--- config.mk ---
export PLATFORM = sky130hd
export DESIGN_NAME = osw_curve_ram
export DESIGN_NICKNAME = d
export VERILOG_FILES = /design/src/hw/rtl/osw_pkg.sv /design/src/hw/rtl/osw_curve_ram.sv
export SDC_FILE = /design/constraint.sdc
export NUM_CORES = 2
export LEC_CHECK = 0
export BUFFER_PORTS_ARGS = -buffer_cell sky130_fd_sc_hd__buf_2
export CAP_MARGIN = 10
export CORE_UTILIZATION = 50
export CTS_CLUSTER_DIAMETER = 50
export DETAILED_ROUTE_END_ITERATION = 8
export PLACE_DENSITY = 0.68
export SYNTH_ARGS = -nofsm -noshare
export SYNTH_HDL_FRONTEND = slang
export SYNTH_SLANG_ARGS = --single-unit
export TNS_END_PERCENT = 100
--- constraint.sdc ---
create_clock -name clk_i -period 3.2 [get_ports clk_i]
set_input_delay 0.64 -clock clk_i [delete_from_list [all_inputs] [get_ports clk_i]]
set_output_delay 0.64 -clock clk_i [all_outputs]
set_load 0.02 [all_outputs]
--- src/hw/rtl/osw_pkg.sv ---
// ----------------------------------------------------------------------------
// osw_pkg
// Shared constants and types of the odd-symmetric waveshaper.
// ----------------------------------------------------------------------------
package osw_pkg;

  localparam int unsigned TableDepth = 256;
  localparam int unsigned AddrW      = $clog2(TableDepth);
  localparam int unsigned CountW     = 9;
  localparam int unsigned IndexW     = 8;
  localparam int unsigned ValueW     = 16;
  localparam int unsigned SampleW    = 16;
  localparam int unsigned ShapedW    = 17;
  localparam int unsigned PosW       = SampleW + CountW;

  localparam logic FuncLoad  = 1'b0;
  localparam logic FuncShape = 1'b1;

  typedef struct packed {
    logic              en;
    logic              we;
    logic [AddrW-1:0]  wr_addr;
    logic [ValueW-1:0] wr_data;
    logic [AddrW-1:0]  rd_addr_a;
    logic [AddrW-1:0]  rd_addr_b;
  } ram_req_t;

endpackage

--- src/hw/rtl/osw_curve_ram.sv ---
// ----------------------------------------------------------------------------
// osw_curve_ram
// Curve point memory with one write port and two registered read ports.
// ----------------------------------------------------------------------------
module osw_curve_ram (
  input  logic                       clk_i,
  input  osw_pkg::ram_req_t          req_i,
  output logic [osw_pkg::ValueW-1:0] rd_data_a_o,
  output logic [osw_pkg::ValueW-1:0] rd_data_b_o
);

  logic [osw_pkg::ValueW-1:0] mem_q [osw_pkg::TableDepth];
  logic [osw_pkg::ValueW-1:0] rd_a_q;
  logic [osw_pkg::ValueW-1:0] rd_b_q;

  always_ff @(posedge clk_i) begin
    if (req_i.en) begin
      if (req_i.we) begin
        mem_q[req_i.wr_addr] <= req_i.wr_data;
      end
      rd_a_q <= mem_q[req_i.rd_addr_a];
      rd_b_q <= mem_q[req_i.rd_addr_b];
    end
  end

  assign rd_data_a_o = rd_a_q;
  assign rd_data_b_o = rd_b_q;

endmodule

==> out/results.ini <==
[run_status]
status = finished with violations
violations = setup timing

[floorplan]
dieArea_um2 = 389000
die_w_um = 624
num_rows = 227
die_h_um = 624
pin_count = 75
initial_utilization_pct = 50.4
fp.coreArea_um2 = 383000

[global_route]
grt_util_met3_pct = 9.54
grt_max_degree = 109
busiest_layer = met2
grt_util_all_layers_pct = 36.2
met2_usage_pct = 54.9
grt_pass1_vias = 123000
grt_util_met1_pct = 47.5
grt_pass1_wl_um = 980000
grt_overflow = 0
antenna_found_initial = 60

[yosys]
synth.mux.area_fraction_pct = 25.3
synthArstFlopShare_pct = 0
syn_area_um2 = 193000
syn-num-nets = 10400
synth_compound_area_share_pct = 4.87
yosys.area_share.adder_pct = 0
netlist_instances = 10400
yosysSeqAreaShare_pct = 64.2
syn_avg_cell_area_um2 = 18.6
synth_cell_types = 66
synth_xor_area_share_pct = 0
synth_edf_count = 4128
ys_warn_count = 0
ys.flop_type = edfxtp_1
synth_top_family_by_area = multiplexers
yosys.area_share.simple_pct = 2.90
synth_seq_cells = 4128

[setup_path]
crit_slowest_cell = nor3_1
startpoint_type = input port
endpoint_kind = register
critPathRequiredTime_ns = 3.95
crit_path_cell_trace = buf_12 > buf_12 > buf_4 > mux4_2 > nor3_1 > a211oi_1 > buf_4 > nand4_1 > or4_1 > nor3_1
crit_type = input port to register
cp_data_arrival_time_ns = 4.08
worst-path-max-fanout = 15
cp_slowest_stage_delay_ns = 0.85

[drt]
vias_per_cell = 7.10
routed_wl_um = 711000
first_pass_iters = 9
drtIter0Drc = 20000
ant_nets = 0
via_count = 125000
wire_per_inst_um = 40.5
drc = 0

[placed_design]
dp_hpwl_um = 489000
portBuffers = 74
globalplace.congestion = 1.02
placedCellCount = 16700

[final_layout]
final_layout_size_suffix_gt1_share_pct = 38.2
syn_to_final_growth_pct = 19.3
instances_no_fill = 17600
fillers = 27500
layout.nets = 12100

[clock_tree]
clk_pin_slew_ns = 0.06
cts_setup_buffers = 0
cts_tree = built
cts_root_buf = clkbuf_16
ctsLongestPathBuffers = 4
cts_sinks = 4128
h-tree-depth = 5
clock_latency_ns = 1.02
cts-buffers-inserted = 468

[sta]
period_share_pct = 104
min_period_ns = 3.33
rsz0062_at_grt = true
timing_worst_slew_pin_value_ns = 1.31
hold_viol = 0
slew_violations = 0
setup_slack_ns = -0.128
skew_ns = 0.0861
relSlewSlack_pct = 12.6
fmax_ghz = 0.300
setup_viol = 8

[power]
power_density_nw_per_um2 = 547
p_leak_nw = 77.6
ir_drop_mv = 0.486
total_power_mw = 126

[hold_path]
hold_path_class = input port to register

[run]
drv_cap = 0

[path summary, 6_finish.rpt]
path / from / endpoint / slack (ns) / cells past startpoint
setup reg to reg: mem_q[68][1]$_DFFE_PP_ / rd_data_b_o[1]$_DFFE_PP_ / 0 / 9
hold reg to reg: mem_q[38][12]$_DFFE_PP_ / rd_data_a_o[12]$_DFFE_PP_ / 1.24 / 6
hold / removal: req_i[25] / mem_q[15][9]$_DFFE_PP_ / 0.08 / 1
setup / recovery: req_i[8] / rd_data_a_o[10]$_DFFE_PP_ / -0.13 / 10
[stage by stage]
stage,instance area [µm²],hold WS (ns),setup TNS [ns],utilization [%],setup WS (ns)
finish,230000,0.0818,-0.465,60.1,-0.128
global placement,215000,0.986,-29.47,56.0,-1.61
CTS,230000,0.0411,0,60.1,0.0227
detailed placement,215000,0.987,-30.01,56.0,-1.60
floorplan,193000,0.739,0,-,0.144
global route,230000,0.0729,-0.00940,60.1,-0.00940
[layout by cell type, fill, tap and decap left out, types with 31 or more instances in the layout]
cell / instances
a211oi_1: 56
a21oi_1: 242
a221oi_1: 46
a22o_1: 62
a22oi_1: 54
buf_12: 312
buf_2: 48
buf_4: 1726
bufinv_16: 54
clkbuf_1: 73
clkbuf_16: 475
clkinv_1: 85
clkinv_2: 79
clkinvlp_4: 39
diode_2: 40
edfxtp_1: 4128
mux2i_1: 1128
mux4_2: 1652
nand2_1: 287
nand3_1: 64
nand4_1: 31
nor2_1: 130
nor2_2: 211
nor3_1: 257
nor4_1: 61
o21ai_0: 127
o221ai_1: 287
o22ai_1: 396
[cell families after synthesis]
family,Yosys count
muxes,2813
buffers and inverters,858
DFF,4128
AOI/OAI and AO/OA,1369
and+or+nand+nor,1194
[sequential cells by signal, summed over array words and instances, names as in the netlist]
register,count
mem_q,4096
rd_data_a_o,16
rd_data_b_o,16
[where the power goes]
group | switching [mW] | leakage [nW] | total [mW] | internal, mW
registers | 0.155 | 37.1 | 59.8 | 59.6
logic | 7.25 | 33.0 | 12.2 | 4.91
clock network | 22.6 | 7.48 | 54.2 | 31.6
total | 30.0 | 77.6 | 126 | 96.1
[final cells by class]
cell class              count  area, µm²  share of cell area [%]
flip-flops and latches   4128     124000                    53.8
multi-input cells        5376      64800                    28.1
repair buffers           2108      19800                    8.57
clock buffers             548      12200                    5.28
well taps                5038       6300                    2.74
clock inverters           313       3320                    1.44
diodes                     40        100                  0.0434
inverters                   7       58.8                  0.0255
[cells in the mapped netlist, types with 31 or more instances]
cell type     n  area share, %
a22oi_1      54           0.21
nor2_1      346           0.67
mux2i_1    1128            5.8
a21oi_1     244           0.63
edfxtp_1   4128             64
buf_1        80           0.16
a221oi_1     46           0.21
nor3_1      261           0.68
o221ai_1    287            1.3
nor4_1       70           0.23
a211oi_1     62           0.24
buf_2       165           0.43
nand2_1     292           0.57
a22o_1       62           0.28
o22ai_1     396            1.3
nand3_1      73           0.19
mux4_2     1652             19
nand4_1      31           0.10
o21ai_0     130           0.34
clkbuf_1    361           0.70
buf_6       108           0.63
buf_4        83           0.32
[layer usage]
layer,part of all wire [%],vias to the layer above
li1,-,48200
met1,35,65100
met2,45,9488
met3,13,1803
met4,7.0,32
met5,0.034,-
[timing repair]
action / CTS / global route
hold buffers: 1 / 0
setup endpoints to repair: 10 / 10
pin swaps: 1 / 1
gates resized for setup: 14 / 12
endpoints found under the hold margin: 12 / 0
[critical path: cells and delay by family]
| family | cells | cell delay, ns |
|---|---|---|
| buf+inv | 4 | 1.04 |
| compound gates | 1 | 0.12 |
| simple gates | 4 | 1.58 |
| mux | 1 | 0.60 |
Power figures use the tool's default switching activity.
